==> src/hprpa_pkg.sv <==
package hprpa_pkg;

    localparam int ADC_W = 12;
    localparam int ZONE_W = 3;
    localparam int POS_W = 3;
    localparam int STAT_W = 2;
    localparam int DECI_W = 8;
    localparam int CFG_IDX_W = 3;
    localparam int NUM_LIMITS = 8;

    localparam int SCALE_W = 12;
    localparam int PROD_W = ADC_W + SCALE_W;
    localparam int FRAC_W = 16;

    localparam logic [SCALE_W-1:0] BATT_SCALE = 12'd2270;
    localparam logic [PROD_W-1:0] BATT_ROUND = 24'd32768;
    localparam logic [DECI_W-1:0] BATT_OK_DECIVOLTS = 8'd90;

    localparam logic [ADC_W-1:0] LIMIT_LOW_RESET = 12'd0;
    localparam logic [ADC_W-1:0] LIMIT_HIGH_RESET = 12'd4095;

    localparam logic [CFG_IDX_W-1:0] IDX_FIRST_UNDER = 3'd0;
    localparam logic [CFG_IDX_W-1:0] IDX_FIRST_INACTIVE = 3'd1;
    localparam logic [CFG_IDX_W-1:0] IDX_FIRST_BETWEEN = 3'd2;
    localparam logic [CFG_IDX_W-1:0] IDX_FIRST_ACTIVE = 3'd3;
    localparam logic [CFG_IDX_W-1:0] IDX_SECOND_UNDER = 3'd4;
    localparam logic [CFG_IDX_W-1:0] IDX_SECOND_INACTIVE = 3'd5;
    localparam logic [CFG_IDX_W-1:0] IDX_SECOND_BETWEEN = 3'd6;
    localparam logic [CFG_IDX_W-1:0] IDX_SECOND_ACTIVE = 3'd7;

    typedef logic [ZONE_W-1:0] t_zone;
    typedef logic [POS_W-1:0] t_pos;
    typedef logic [STAT_W-1:0] t_status;

    localparam t_zone ZONE_UNDER = 3'd0;
    localparam t_zone ZONE_INACTIVE = 3'd1;
    localparam t_zone ZONE_BETWEEN = 3'd2;
    localparam t_zone ZONE_ACTIVE = 3'd3;
    localparam t_zone ZONE_OVER = 3'd4;

    localparam t_pos POS_UNKNOWN = 3'd0;
    localparam t_pos POS_LOCKED = 3'd1;
    localparam t_pos POS_BETWEEN = 3'd2;
    localparam t_pos POS_UNLOCKED = 3'd3;
    localparam t_pos POS_LOCKED_FQ = 3'd4;
    localparam t_pos POS_BETWEEN_FQ = 3'd5;
    localparam t_pos POS_UNLOCKED_FQ = 3'd6;

    localparam t_status STAT_UNKNOWN = 2'd0;
    localparam t_status STAT_UNLOCKED = 2'd1;
    localparam t_status STAT_BETWEEN = 2'd2;
    localparam t_status STAT_LOCKED = 2'd3;

    function automatic t_zone zone_of(
        input logic [ADC_W-1:0] reading,
        input logic [ADC_W-1:0] lim_under,
        input logic [ADC_W-1:0] lim_inactive,
        input logic [ADC_W-1:0] lim_between,
        input logic [ADC_W-1:0] lim_active
    );
        t_zone zone;
        if (reading < lim_under) begin
            zone = ZONE_UNDER;
        end else if (reading < lim_inactive) begin
            zone = ZONE_INACTIVE;
        end else if (reading < lim_between) begin
            zone = ZONE_BETWEEN;
        end else if (reading < lim_active) begin
            zone = ZONE_ACTIVE;
        end else begin
            zone = ZONE_OVER;
        end
        return zone;
    endfunction

    function automatic t_pos position_of(input t_zone z1, input t_zone z2);
        t_pos pos;
        pos = POS_UNKNOWN;
        case (z1)
            ZONE_UNDER, ZONE_OVER: begin
                case (z2)
                    ZONE_INACTIVE: pos = POS_UNLOCKED;
                    ZONE_BETWEEN:  pos = POS_BETWEEN;
                    ZONE_ACTIVE:   pos = POS_LOCKED;
                    default:       pos = POS_UNKNOWN;
                endcase
            end
            ZONE_INACTIVE: begin
                case (z2)
                    ZONE_UNDER:    pos = POS_LOCKED;
                    ZONE_INACTIVE: pos = POS_UNKNOWN;
                    ZONE_BETWEEN:  pos = POS_BETWEEN;
                    ZONE_ACTIVE:   pos = POS_LOCKED_FQ;
                    ZONE_OVER:     pos = POS_LOCKED;
                    default:       pos = POS_UNKNOWN;
                endcase
            end
            ZONE_BETWEEN: begin
                case (z2)
                    ZONE_BETWEEN: pos = POS_BETWEEN_FQ;
                    default:      pos = POS_BETWEEN;
                endcase
            end
            ZONE_ACTIVE: begin
                case (z2)
                    ZONE_UNDER:    pos = POS_UNLOCKED;
                    ZONE_INACTIVE: pos = POS_UNLOCKED_FQ;
                    ZONE_BETWEEN:  pos = POS_BETWEEN;
                    ZONE_ACTIVE:   pos = POS_UNKNOWN;
                    ZONE_OVER:     pos = POS_UNLOCKED;
                    default:       pos = POS_UNKNOWN;
                endcase
            end
            default: pos = POS_UNKNOWN;
        endcase
        return pos;
    endfunction

    function automatic t_status status_of(input t_pos pos);
        t_status st;
        case (pos)
            POS_LOCKED, POS_LOCKED_FQ:     st = STAT_LOCKED;
            POS_BETWEEN, POS_BETWEEN_FQ:   st = STAT_BETWEEN;
            POS_UNLOCKED, POS_UNLOCKED_FQ: st = STAT_UNLOCKED;
            default:                       st = STAT_UNKNOWN;
        endcase
        return st;
    endfunction

endpackage

==> src/hall_pair_ring_position_arbiter.sv <==
// A request is taken whenever start is high; busy stays low, so one request can follow
// another in every cycle. Each request gives one result, shown for exactly one cycle with
// o_valid high; it passes through the input register, then through the zone compare, table
// lookup and battery scaling into the result register.
// The receiver cannot stall, so it must take every result in the cycle it appears.
// Threshold registers are written through the configuration channel, which is always
// ready, and should be written only while no request is in flight.
module hall_pair_ring_position_arbiter (
    input  logic                             i_clk,
    input  logic                             i_rst_n,
    input  logic                             i_cfg_valid,
    output logic                             o_cfg_ready,
    input  logic [hprpa_pkg::CFG_IDX_W-1:0]  i_cfg_index,
    input  logic [hprpa_pkg::ADC_W-1:0]      i_cfg_data,
    input  logic                             start,
    output logic                             busy,
    input  logic [hprpa_pkg::ADC_W-1:0]      i_hall_first_reading,
    input  logic [hprpa_pkg::ADC_W-1:0]      i_hall_second_reading,
    input  logic [hprpa_pkg::ADC_W-1:0]      i_battery_sample,
    input  logic                             i_bus_ok,
    output logic                             o_valid,
    output logic [hprpa_pkg::ZONE_W-1:0]     o_first_zone,
    output logic [hprpa_pkg::ZONE_W-1:0]     o_second_zone,
    output logic [hprpa_pkg::POS_W-1:0]      o_ring_slot,
    output logic [hprpa_pkg::STAT_W-1:0]     o_ring_status,
    output logic [hprpa_pkg::DECI_W-1:0]     o_battery_decivolts,
    output logic                             o_battery_good,
    output logic                             o_system_ready
);
    import hprpa_pkg::*;

    logic [ADC_W-1:0] r_limit [NUM_LIMITS];

    logic             r_in_valid;
    logic [ADC_W-1:0] r_h1;
    logic [ADC_W-1:0] r_h2;
    logic [ADC_W-1:0] r_bs;
    logic             r_bus;

    logic              r_valid;
    t_zone             r_z1;
    t_zone             r_z2;
    t_pos              r_pos;
    t_status           r_status;
    logic [DECI_W-1:0] r_deci;
    logic              r_good;
    logic              r_ready;

    t_zone             n_z1;
    t_zone             n_z2;
    t_pos              n_pos;
    t_status           n_status;
    logic [PROD_W-1:0] n_prod;
    logic [DECI_W-1:0] n_deci;
    logic              n_good;
    logic              n_ready;

    assign busy = 1'b0;
    assign o_cfg_ready = 1'b1;

    always_ff @(posedge i_clk) begin
        if (!i_rst_n) begin
            r_limit[IDX_FIRST_UNDER]     <= LIMIT_LOW_RESET;
            r_limit[IDX_FIRST_INACTIVE]  <= LIMIT_LOW_RESET;
            r_limit[IDX_FIRST_BETWEEN]   <= LIMIT_LOW_RESET;
            r_limit[IDX_FIRST_ACTIVE]    <= LIMIT_HIGH_RESET;
            r_limit[IDX_SECOND_UNDER]    <= LIMIT_LOW_RESET;
            r_limit[IDX_SECOND_INACTIVE] <= LIMIT_LOW_RESET;
            r_limit[IDX_SECOND_BETWEEN]  <= LIMIT_LOW_RESET;
            r_limit[IDX_SECOND_ACTIVE]   <= LIMIT_HIGH_RESET;
        end else if (i_cfg_valid && o_cfg_ready) begin
            r_limit[i_cfg_index] <= i_cfg_data;
        end
    end

    always_ff @(posedge i_clk) begin
        if (!i_rst_n) begin
            r_in_valid <= 1'b0;
            r_valid    <= 1'b0;
        end else begin
            r_in_valid <= start && !busy;
            r_valid    <= r_in_valid;
        end
    end

    always_ff @(posedge i_clk) begin
        if (start && !busy) begin
            r_h1  <= i_hall_first_reading;
            r_h2  <= i_hall_second_reading;
            r_bs  <= i_battery_sample;
            r_bus <= i_bus_ok;
        end
    end

    always_comb begin
        n_z1 = zone_of(r_h1, r_limit[IDX_FIRST_UNDER], r_limit[IDX_FIRST_INACTIVE],
                       r_limit[IDX_FIRST_BETWEEN], r_limit[IDX_FIRST_ACTIVE]);
        n_z2 = zone_of(r_h2, r_limit[IDX_SECOND_UNDER], r_limit[IDX_SECOND_INACTIVE],
                       r_limit[IDX_SECOND_BETWEEN], r_limit[IDX_SECOND_ACTIVE]);
        n_pos = position_of(n_z1, n_z2);
        n_status = status_of(n_pos);
        n_prod = PROD_W'({{(PROD_W-ADC_W){1'b0}}, r_bs} * {{(PROD_W-SCALE_W){1'b0}}, BATT_SCALE})
                 + BATT_ROUND;
        n_deci = n_prod[FRAC_W +: DECI_W];
        n_good = (n_deci >= BATT_OK_DECIVOLTS);
        n_ready = n_good && r_bus && (n_status == STAT_LOCKED);
    end

    always_ff @(posedge i_clk) begin
        if (r_in_valid) begin
            r_z1     <= n_z1;
            r_z2     <= n_z2;
            r_pos    <= n_pos;
            r_status <= n_status;
            r_deci   <= n_deci;
            r_good   <= n_good;
            r_ready  <= n_ready;
        end
    end

    assign o_valid             = r_valid;
    assign o_first_zone        = r_z1;
    assign o_second_zone       = r_z2;
    assign o_ring_slot         = r_pos;
    assign o_ring_status       = r_status;
    assign o_battery_decivolts = r_deci;
    assign o_battery_good      = r_good;
    assign o_system_ready      = r_ready;

endmodule
==> config.mk <==
export PLATFORM = sky130hd
export DESIGN_NAME = hall_pair_ring_position_arbiter
export DESIGN_NICKNAME = d
export VERILOG_FILES = /design/src/hprpa_pkg.sv /design/src/hall_pair_ring_position_arbiter.sv
export SDC_FILE = /design/constraint.sdc
export NUM_CORES = 1
export LEC_CHECK = 0
export BUFFER_PORTS_ARGS = -buffer_cell sky130_fd_sc_hd__buf_2
export CAP_MARGIN = 20
export CORE_MARGIN = 2
export CORE_UTILIZATION = 33
export CTS_BUF_LIST = sky130_fd_sc_hd__clkbuf_16
export CTS_CLUSTER_DIAMETER = 100
export DETAILED_ROUTE_END_ITERATION = 10
export SLEW_MARGIN = 15
export SYNTH_ARGS = -nofsm -noshare
export SYNTH_HDL_FRONTEND = slang
export SYNTH_SLANG_ARGS = --single-unit
==> constraint.sdc <==
create_clock -name i_clk -period 15.3 [get_ports i_clk]
set_input_delay 3.06 -clock i_clk [delete_from_list [all_inputs] [get_ports i_clk]]
set_output_delay 3.06 -clock i_clk [all_outputs]
set_load 0.1 [all_outputs]
==> results.cfg, run 1 <==
[outcome]
status = finished, final reports clean

[setup_path]
r2r_cells = 18
path_common_cell = fa_1
required_ns = 15.47
path_delay_family = adder cells
reg2reg_slack_ns = 9.31
cp_cell_sequence = ha_1, inv_1, fa_1, inv_1, fa_1, fa_1, fa_1, ha_1, a21oi_1, nand2_1, a311oi_1, o21ai_0, a211oi_4, nand3_2, or4_4, xnor2_2, a41o_1, nor3b_2
slowest_stage = fa_1
critPathKind = flop to flop
reg2reg_to = o_system_ready$_DFFE_PP_
end_kind = flop
cp_max_fo = 6
worst-path-buf-inv = 2
critPathLaunchType = flop
regToRegStartpoint = r_bs[11]$_DFFE_PP_
cp.arrival_ns = 6.16
crit_path_max_incr_delay_ns = 0.52

[logic_synthesis]
synth-compound-area-share_pct = 9.279
yosysSeqAreaShare_pct = 43.62
synth_fa_ha_area_share_pct = 25.67
ys_warn_count = 0
ys_ff_latch = 156
synthXorXnorAreaFrac_pct = 1.217
syn-cell-area_mm2 = 0.01069
synth_top_family_by_area = adder cells
yosys-top-cells-area = edfxtp_1, ha_1, fa_1
synth_cell_type_count = 65
synth_top_area_share_pct = 43.25
synth-edff-count = 154
synth_flop_cell = edfxtp_1
syn_area_per_cell_um2 = 11.15
yosys.area.top_type = edfxtp_1
yosys.area_share.simple_pct = 13.42
synthArstFlopShare_pct = 0
synth_cells = 959
synth_nets = 1211
synthMuxAreaShare_pct = 0.09361

[placement]
place.gp.congestion = 0.8348
placed_cells = 1429
place_hpwl_mm = 17.96
io_buffers = 77

[cts]
cts_buffer_depth = 2
cts_resized = 0
clk_pin_slew_ns = 0.07
cts_num_sinks = 156
cts_root_buf = clkbuf_16
cts_setup_buffers = 0
clkLatencyLatePin_ns = 0.43
cts_hold_buffers = 0
htreeDepth = 4
cts_made_buffers = 17
cts_tree = done

[routing]
drc_errors = 0
vias_per_cell = 4.800
dr.pass1.iters = 5
routedWlPerCell_um = 15.97
drt-initial-drc-count = 381
vias = 7018
ant_nets = 0
drt-total-wl_mm = 23.35

[global_route]
track_usage_pct = 14.72
antenna_found_initial = 4
grt_first_pass_wirelength_mm = 37.76
overflow = 0
grt_pass1_vias = 7100
grt_max_degree = 39

[hold_path]
holdPathEnd = o_system_ready$_DFFE_PP_
min-delay-start = r_bus$_DFFE_PP_
min_path_type = flop to flop
hold_depth = 2

[sta]
slew_viol_final = 0
fmax_mhz = 167.0
relSlewSlack_pct = 31.06
setup_violations = 0
post-route-period-util_pct = 39.14
hold_viol_final = 0
rsz0062_at_grt = no
fin_setup_tns_ns = 0
clock-skew-final_ns = 0.01028
min_period_ns = 5.989
worstMarginPinSlew_ns = 1.034

[floorplan]
start_util_pct = 33.71
die_x_um = 184.0
core-area_mm2 = 0.03172
ios = 80
dieHeight_um = 184.0
rows = 65
fp.dieArea_mm2 = 0.03386

[cells_and_area]
finalNetCount = 1298
stdcell_count = 1462
seq_area_mm2 = 0.004664
syn_to_final_growth_pct = 13.49
nFillCells = 3141
layout-drive-gt1-share_pct = 11.99
multiInputGateArea_mm2 = 0.005320

[pwr]
total_leakage_power_uw = 0.005448
vdd_drop_max_v = 0.0001173
p_per_area_mw_per_mm2 = 178.0

[flow_run]
max_cap_viol_count = 0
synthesized netlist by cell type, types with 3 or more instances:
cell type / n
inv_1: 169
ha_1: 157
edfxtp_1: 154
and2_1: 79
a21oi_1: 47
fa_1: 39
nand2_1: 38
nor2_1: 28
or3_1: 27
a21o_1: 26
o21ai_0: 18
nand2b_1: 15
clkbuf_1: 13
nand3_1: 13
nand4_1: 11
nor3_1: 11
nor2b_1: 9
xnor2_1: 9
o21ai_1: 8
o211ai_1: 7
a211oi_1: 6
a31oi_1: 5
o21a_1: 5
o31ai_1: 5
and4_1: 4
xor2_1: 4
nor4_1: 3
o311ai_0: 3
per-layer routing:
metal	global-route usage [%]	up-vias	wire length, um
met5	0	-	37
li1	-	3519	-
met4	3.840	6	242
met1	19.18	3357	10830
met2	25.07	118	11370
met3	2.853	18	869
per-stage QoR:
step           setup slack (ns)  instance area (um^2)  hold slack [ns]  power, uW  utilization (%)
3_3_place_gp              9.381                 11570           0.7544       1765            36.47
4_1_cts                   9.308                 12130           0.7388       2183            38.25
6_report                  9.311                 12140           0.7076       2161            38.26
3_5_place_dp              9.342                 11570           0.7344       1760            36.47
2_1_floorplan             9.677                 10690           0.6273       1517                -
5_1_grt                   8.942                 12140           0.7256       2372            38.26
worst register-to-register path, stage by stage, from the launching register on:
cell and delay [ns]:
edfxtp_1 0.51, ha_1 0.35, inv_1 0.06, fa_1 0.52, inv_1 0.05, fa_1 0.46
fa_1 0.51, fa_1 0.49, ha_1 0.37, a21oi_1 0.23, nand2_1 0.11, a311oi_1 0.35
o21ai_0 0.27, a211oi_4 0.36, nand3_2 0.12, or4_4 0.46, xnor2_2 0.16, a41o_1 0.20
nor3b_2 0.15
area by class of cell:
type | count | area share, %
Clock buffer | 17 | 3.506
Inverter | 169 | 5.227
Clock inverter | 15 | 1.155
Sequential cell | 156 | 38.44
Tap cell | 402 | 4.145
Antenna cell | 1 | 0.02062
Multi-Input combinational cell | 617 | 43.84
Timing Repair Buffer | 85 | 3.670
cells in the final DEF (no fill, tap or decap), types with 17 or more instances in the layout:
cell type,netlist,final
inv_1,169,171
ha_1,157,157
edfxtp_1,154,154
and2_1,79,79
buf_2,2,77
a21oi_1,47,47
fa_1,39,39
nand2_1,38,38
nor2_1,28,28
or3_1,27,27
a21o_1,26,26
o21ai_0,18,18
clkbuf_16,0,17
state kept, by name, summed over array words and instances, names as in the netlist:
register             flops
o_ring_status            2
o_ring_slot              3
r_h1                    12
o_battery_good           1
r_bs                    12
o_first_zone             3
r_in_valid               1
o_valid                  1
r_limit                 96
r_h2                    12
o_battery_decivolts      8
o_second_zone            3
r_bus                    1
o_system_ready           1
how the worst max path moves through the flow:
stage / from / end / slack (ns) / depth (start not counted)
floorplan: r_bs[9]$_DFFE_PP_ / o_system_ready$_DFFE_PP_ / 9.68 / 20
global placement: r_bs[11]$_DFFE_PP_ / o_system_ready$_DFFE_PP_ / 9.38 / 18
detailed placement: r_bs[11]$_DFFE_PP_ / o_system_ready$_DFFE_PP_ / 9.34 / 18
CTS: r_bs[11]$_DFFE_PP_ / o_system_ready$_DFFE_PP_ / 9.31 / 18
global route: r_bs[9]$_DFFE_PP_ / o_system_ready$_DFFE_PP_ / 8.94 / 20
finish: r_bs[11]$_DFFE_PP_ / o_system_ready$_DFFE_PP_ / 9.31 / 18
power by group:
group | internal, uW | switching, uW | total (uW)
combinational | 444 | 747 | 1190
clock | 227 | 183 | 410
sequential | 537 | 23.2 | 560
kinds of logic (layout without fill, tap and decap cells):
kind of cell	count (synthesis)	after routing
adder cells (fa/ha/maj)	196	196
XOR/XNOR	14	14
buffers and inverters	186	286
multiplexers	1	1
flip-flops	156	156
AND/OR/NAND/NOR	253	253
other	2	3
AO/OA/AOI/OAI	151	151
Note: power is estimated with default switching activity, not from simulation.
==> run 2, diff against run 1 <==
==> constraint.sdc (replaced) <==
create_clock -name i_clk -period 5.54 [get_ports i_clk]
set_input_delay 1.108 -clock i_clk [delete_from_list [all_inputs] [get_ports i_clk]]
set_output_delay 1.108 -clock i_clk [all_outputs]
set_load 0.1 [all_outputs]
==> run 2 against run 1 <==
Compared with the run above:
- the run now ends with setup timing left
- cell area is 7.5% higher
- via count is 3.6% higher
- die area stayed put
- critical path type unchanged
- highest routed layer unchanged
==> results.cfg, run 2 (synthesis gave the netlist of run 1 again) <==
[routing]
dr.pass1.iters = 5
vias = 7273
dr_wl_met3_mm = 1.173
dr.max_layer_used = met5
ant_nets = 0
drt-initial-drc-count = 354
wl_met2_mm = 11.83
routedLengthMet1_mm = 10.74
vias_per_cell = 4.750
drc_errors = 0
routedWlPerCell_um = 15.85
drt-total-wl_mm = 24.26

[setup_path]
cp.arrival_ns = 5.86
required_ns = 5.72
critPathLaunchType = flop
slowest_stage = fa_1
end_kind = flop
cp_cell_sequence = buf_4, ha_4, xor2_1, ha_1, ha_1, fa_1, inv_1, fa_1, inv_1, ha_4, nand2_1, o21ai_1, a311oi_2, or3_1, and3_4, or2_4, or4_4, xnor2_2, a41o_1, nor3b_2
crit_path_max_incr_delay_ns = 0.53
critPathKind = flop to flop
cp_max_fo = 5

[cts]
cts_buffer_depth = 2
cts_made_buffers = 17
clkLatencyLatePin_ns = 0.44
cts_hold_buffers = 0
clk_pin_slew_ns = 0.07
htreeDepth = 4
cts_tree = done
cts_num_sinks = 156
cts_root_buf = clkbuf_16

[placement]
place_hpwl_mm = 18.25
placed_cells = 1484
io_buffers = 77
place.gp.congestion = 0.8436

[floorplan]
ios = 80
die_x_um = 184.0
rows = 65
core-area_mm2 = 0.03172
dieHeight_um = 184.0
start_util_pct = 33.71
fp.dieArea_mm2 = 0.03386

[cells_and_area]
layout_common_cells = inv_1, edfxtp_1, ha_1
largest_reg_flops = 96
syn_to_final_growth_pct = 22.01
seq_area_mm2 = 0.004664
layout-drive-gt1-share_pct = 22.14
diodes = 0
multiInputGateArea_mm2 = 0.005637
stdcell_count = 1531
top_register = r_limit
nFillCells = 3078
final_common_cell = inv_1
finalNetCount = 1368

[sta]
hold_viol_final = 0
worstMarginPinSlew_ns = 1.005
fin_setup_tns_ns = -0.1458
clock-skew-final_ns = 0.01247
worst_slack_ns = -0.1458
post-route-period-util_pct = 102.6
fmax_mhz = 175.9
setup_violations = 1
rsz0062_at_grt = yes
min_period_ns = 5.686
relSlewSlack_pct = 32.98
slew_viol_final = 0

[global_route]
track_usage_pct = 15.10
antenna_found_initial = 3
overflow = 0
grt_first_pass_wirelength_mm = 38.43
grt_pass1_vias = 7269
grt_max_degree = 39

[outcome]
violations = setup timing
status = finished with violations

[pwr]
p_per_area_mw_per_mm2 = 568.1
vdd_drop_max_v = 0.0004934
total_leakage_power_uw = 0.005822

[flow_run]
max_cap_viol_count = 0

[hold_path]
min_path_type = flop to flop
## run 2: changes by cell type in the layout (fill, tap and decap cells not counted), moves of 3 or more
cell | before | now
o21ai_0 | 18 | 14
buf_4 | 8 | 74
ha_4 | 0 | 14
inv_1 | 171 | 159
clkinv_8 | 0 | 5
a21oi_1 | 47 | 42
ha_1 | 157 | 139
buf_6 | 0 | 4
inv_2 | 0 | 10
a21oi_2 | 1 | 4
ha_2 | 0 | 4
## run 2: path summary, 6_finish.rpt
check,slack (ns),end,cells past startpoint,from
setup reg to reg,-0.15,o_system_ready$_DFFE_PP_,20,r_bs[6]$_DFFE_PP_
hold / removal,0.75,o_system_ready$_DFFE_PP_,2,r_bus$_DFFE_PP_
hold reg to reg,0.75,o_system_ready$_DFFE_PP_,2,r_bus$_DFFE_PP_
setup / recovery,-0.15,o_system_ready$_DFFE_PP_,20,r_bs[6]$_DFFE_PP_
## run 2: layout make-up
cell class,instances,area share [%]
inverter,169,4.862
timing repair buffer,155,7.557
sequential,156,35.75
clock buffer,17,3.261
multi-input combinational,617,43.21
tap,402,3.855
clock inverter,15,1.506
## run 2: repair_timing
action,4_1_cts,5_1_grt
pin swaps,4,47
resized for setup,8,50
endpoints found under the setup margin,2,4
setup buffers,5,10
## run 2: power breakdown
| group | internal [uW] | switching, uW |
|---|---|---|
| Sequential | 1480 | 61.2 |
| Clock | 653 | 565 |
| Combinational | 2170 | 2480 |
## run 2: critical path: cells and delay by family (launching register included)
family                   cells  cell delay [ns]
flip-flops                   1             0.42
buffers and inverters        3             0.28
adder cells (fa/ha/maj)      6             2.18
XOR/XNOR                     2             0.31
AO/OA/AOI/OAI                3             0.63
AND/OR/NAND/NOR              6             1.58
## run 2: routing by layer
metal	track usage, %	up-vias
met3	2.635	33
met1	18.96	3450
met2	26.22	126
met5	0	-
met4	5.088	6
li1	-	3658
## run 2: per-stage QoR
step / instance area (um^2) / util (%) / hold slack, ns / setup slack, ns / total power [uW]
5_1_grt: 13050 / 41.13 / 0.7795 / -0.2842 / 8026
6_report: 13050 / 41.13 / 0.7529 / -0.1458 / 7411
3_3_place_gp: 12030 / 37.93 / 0.7757 / -0.1103 / 5557
3_5_place_dp: 12030 / 37.93 / 0.7658 / -0.1852 / 5606
2_1_floorplan: 10740 / - / 0.6273 / 0.004987 / 4316
4_1_cts: 12740 / 40.15 / 0.7856 / -0.1016 / 6941
==> run 3, diff against run 2 <==
--- a/config.mk
+++ b/config.mk
@@ -16,3 +16,4 @@
 export SYNTH_ARGS = -nofsm -noshare
 export SYNTH_HDL_FRONTEND = slang
 export SYNTH_SLANG_ARGS = --single-unit
+export TNS_END_PERCENT = 10
==> run 3 against run 2 <==
Compared with the run above:
- the flow still finishes with violations (setup timing)
- sequential power is essentially flat
- sequential share of layout area increased by 0.055 points
- final cell count barely moved
- cell area shrank 0.15%
- worst hold slack barely moved
- first-iteration DRC count increased by 5.6%
- largest power group unchanged
==> results.cfg, run 3 (synthesis gave the netlist of run 1 again) <==
[setup_path]
cp_max_fo = 5
reg2reg_slack_ns = -0.15
critPathLaunchType = flop
cp_cell_sequence = buf_4, ha_4, xor2_1, ha_1, ha_1, fa_1, inv_1, fa_1, inv_1, ha_4, nand2_1, o21ai_1, a311oi_2, or3_1, and3_4, or2_4, or4_4, xnor2_2, a41o_1, nor3b_2
path_delay_family = adder cells
worst-path-buf-inv = 3
end_kind = flop
crit_path_end = o_system_ready$_DFFE_PP_
crit_path_max_incr_delay_ns = 0.53
regToRegStartpoint = r_bs[6]$_DFFE_PP_
slowest_stage = fa_1
cp.arrival_ns = 5.87
critical_path.startpoint = r_bs[6]$_DFFE_PP_
required_ns = 5.72
reg2reg_to = o_system_ready$_DFFE_PP_
critPathKind = flop to flop
r2r_cells = 20
crit_cells = 20

[routing]
dr.max_layer_used = met5
ant_nets = 0
routedLengthMet1_mm = 10.94
drt-initial-drc-count = 374
routedWlPerCell_um = 15.87
dr.pass1.iters = 4
drc_errors = 0
wl_met2_mm = 11.81
vias_per_cell = 4.765
drt-total-wl_mm = 24.28
vias = 7291
dr_wl_met3_um = 984

[pwr]
p_clk_share_pct = 16.5
p_sw_uw = 3108
power_frac_comb_pct = 62.7
power_uw = 7394
total_leakage_power_uw = 0.005820
sw_frac_of_total_pct = 42.03
seqPwrFrac_pct = 20.9
p_per_area_mw_per_mm2 = 567.6
vdd_drop_max_v = 0.0004934
p_int_uw = 4287

[cells_and_area]
fin_area_mm2 = 0.01303
syn_to_final_growth_pct = 21.82
top_register = r_limit
layout_common_cells = inv_1, edfxtp_1, ha_1
finalNetCount = 1367
diodes = 0
final_common_cell = inv_1
largest_reg_flops = 96
layout-drive-gt1-share_pct = 21.72
nFillCells = 3079

[cts]
cts_made_buffers = 17
cts_tree = done
clkLatencyLatePin_ns = 0.44
cts_buffer_depth = 2
clk_pin_slew_ns = 0.07
cts_root_buf = clkbuf_16
cts_num_sinks = 156
htreeDepth = 4

[sta]
slew_viol_final = 0
worst_slack_ns = -0.1491
hold_viol_final = 0
fmax_mhz = 175.8
fin_setup_tns_ns = -0.1491
min_period_ns = 5.689
clock-skew-final_ns = 0.01247
post-route-period-util_pct = 102.7
worstMarginPinSlew_ns = 1.004
setup_violations = 1
rsz0062_at_grt = yes
relSlewSlack_pct = 33.06

[placement]
io_buffers = 77
place_hpwl_mm = 18.25
place.gp.congestion = 0.8436
placed_area_mm2 = 0.01203

[global_route]
grt_first_pass_wirelength_mm = 38.43
track_usage_pct = 15.10
antenna_found_initial = 3
grt_max_degree = 39
overflow = 0
grt_pass1_vias = 7269

[floorplan]
fp.dieArea_mm2 = 0.03386
ios = 80
core-area_mm2 = 0.03172
dieHeight_um = 184.0
start_util_pct = 33.71
rows = 65
die_x_um = 184.0

[flow_run]
max_cap_viol_count = 0

[outcome]
violations = setup timing
status = finished with violations

[hold_path]
min_path_type = flop to flop
-- run 3: cell count changes in the layout (fill, tap and decap cells not counted), sizes merged --
| cell | previous run | this run |
|---|---|---|
| buf | 155 | 154 |
-- run 3: tightest hold or removal path, stage by stage (launching register included) --
cell and delay (ns):
edfxtp_1 0.40, nand3_1 0.12, nor3b_2 0.05
-- run 3: repair_timing --
action                                  in CTS  in global routing
endpoints found under the setup margin       2                  4
gates cloned                                 0                  0
pin swaps                                    4                 47
setup buffers                                5                  9
gates resized for setup                      8                 45
hold buffers                                 0                  0
-- run 3: final cells by class --
| cell class | count | area (um^2) | area share (%) |
|---|---|---|---|
| Multi-Input combinational cell | 617 | 5628 | 43.20 |
| Sequential cell | 156 | 4664 | 35.81 |
| Timing Repair Buffer | 154 | 974.7 | 7.482 |
| Inverter | 169 | 634.4 | 4.870 |
| Tap cell | 402 | 503.0 | 3.861 |
| Clock buffer | 17 | 425.4 | 3.266 |
| Clock inverter | 15 | 196.4 | 1.508 |
-- run 3: worst min-delay path by stage --
stage	from	end	slack (ns)	cells after the start
3_3_place_gp	r_bus$_DFFE_PP_	o_system_ready$_DFFE_PP_	0.78	2
3_5_place_dp	r_bus$_DFFE_PP_	o_system_ready$_DFFE_PP_	0.77	2
2_1_floorplan	r_bus$_DFFE_PP_	o_system_ready$_DFFE_PP_	0.63	2
4_1_cts	r_bus$_DFFE_PP_	o_system_ready$_DFFE_PP_	0.79	2
6_report	r_bus$_DFFE_PP_	o_system_ready$_DFFE_PP_	0.75	2
5_1_grt	r_bus$_DFFE_PP_	o_system_ready$_DFFE_PP_	0.78	2
-- run 3: power groups by stage --
stage                     logic, uW  registers (uW)  clock network [uW]
final                          4630            1540                1220
after global routing           5150            1560                1300
after CTS                      4150            1550                1250
after detailed placement       4030            1570                   0
after global placement         3990            1570                   0
after floorplan                2490            1830                   0
-- run 3: through the flow --
step | hold slack, ns | util [%] | setup WS (ns) | cells
floorplan | 0.6273 | - | 0.004987 | 959
global placement | 0.7757 | 37.93 | -0.1103 | 1484
detailed placement | 0.7658 | 37.93 | -0.1852 | 1484
CTS | 0.7856 | 40.15 | -0.1016 | 1521
global route | 0.7795 | 41.07 | -0.2885 | 1530
finish | 0.7532 | 41.07 | -0.1491 | 1530
-- run 3: per-layer routing --
metal  vias to the layer above  global-route usage [%]
met5                         -                       0
met4                         6                   5.088
met3                        37                   2.635
met2                       125                   26.22
met1                      3464                   18.96
li1                       3659                       -
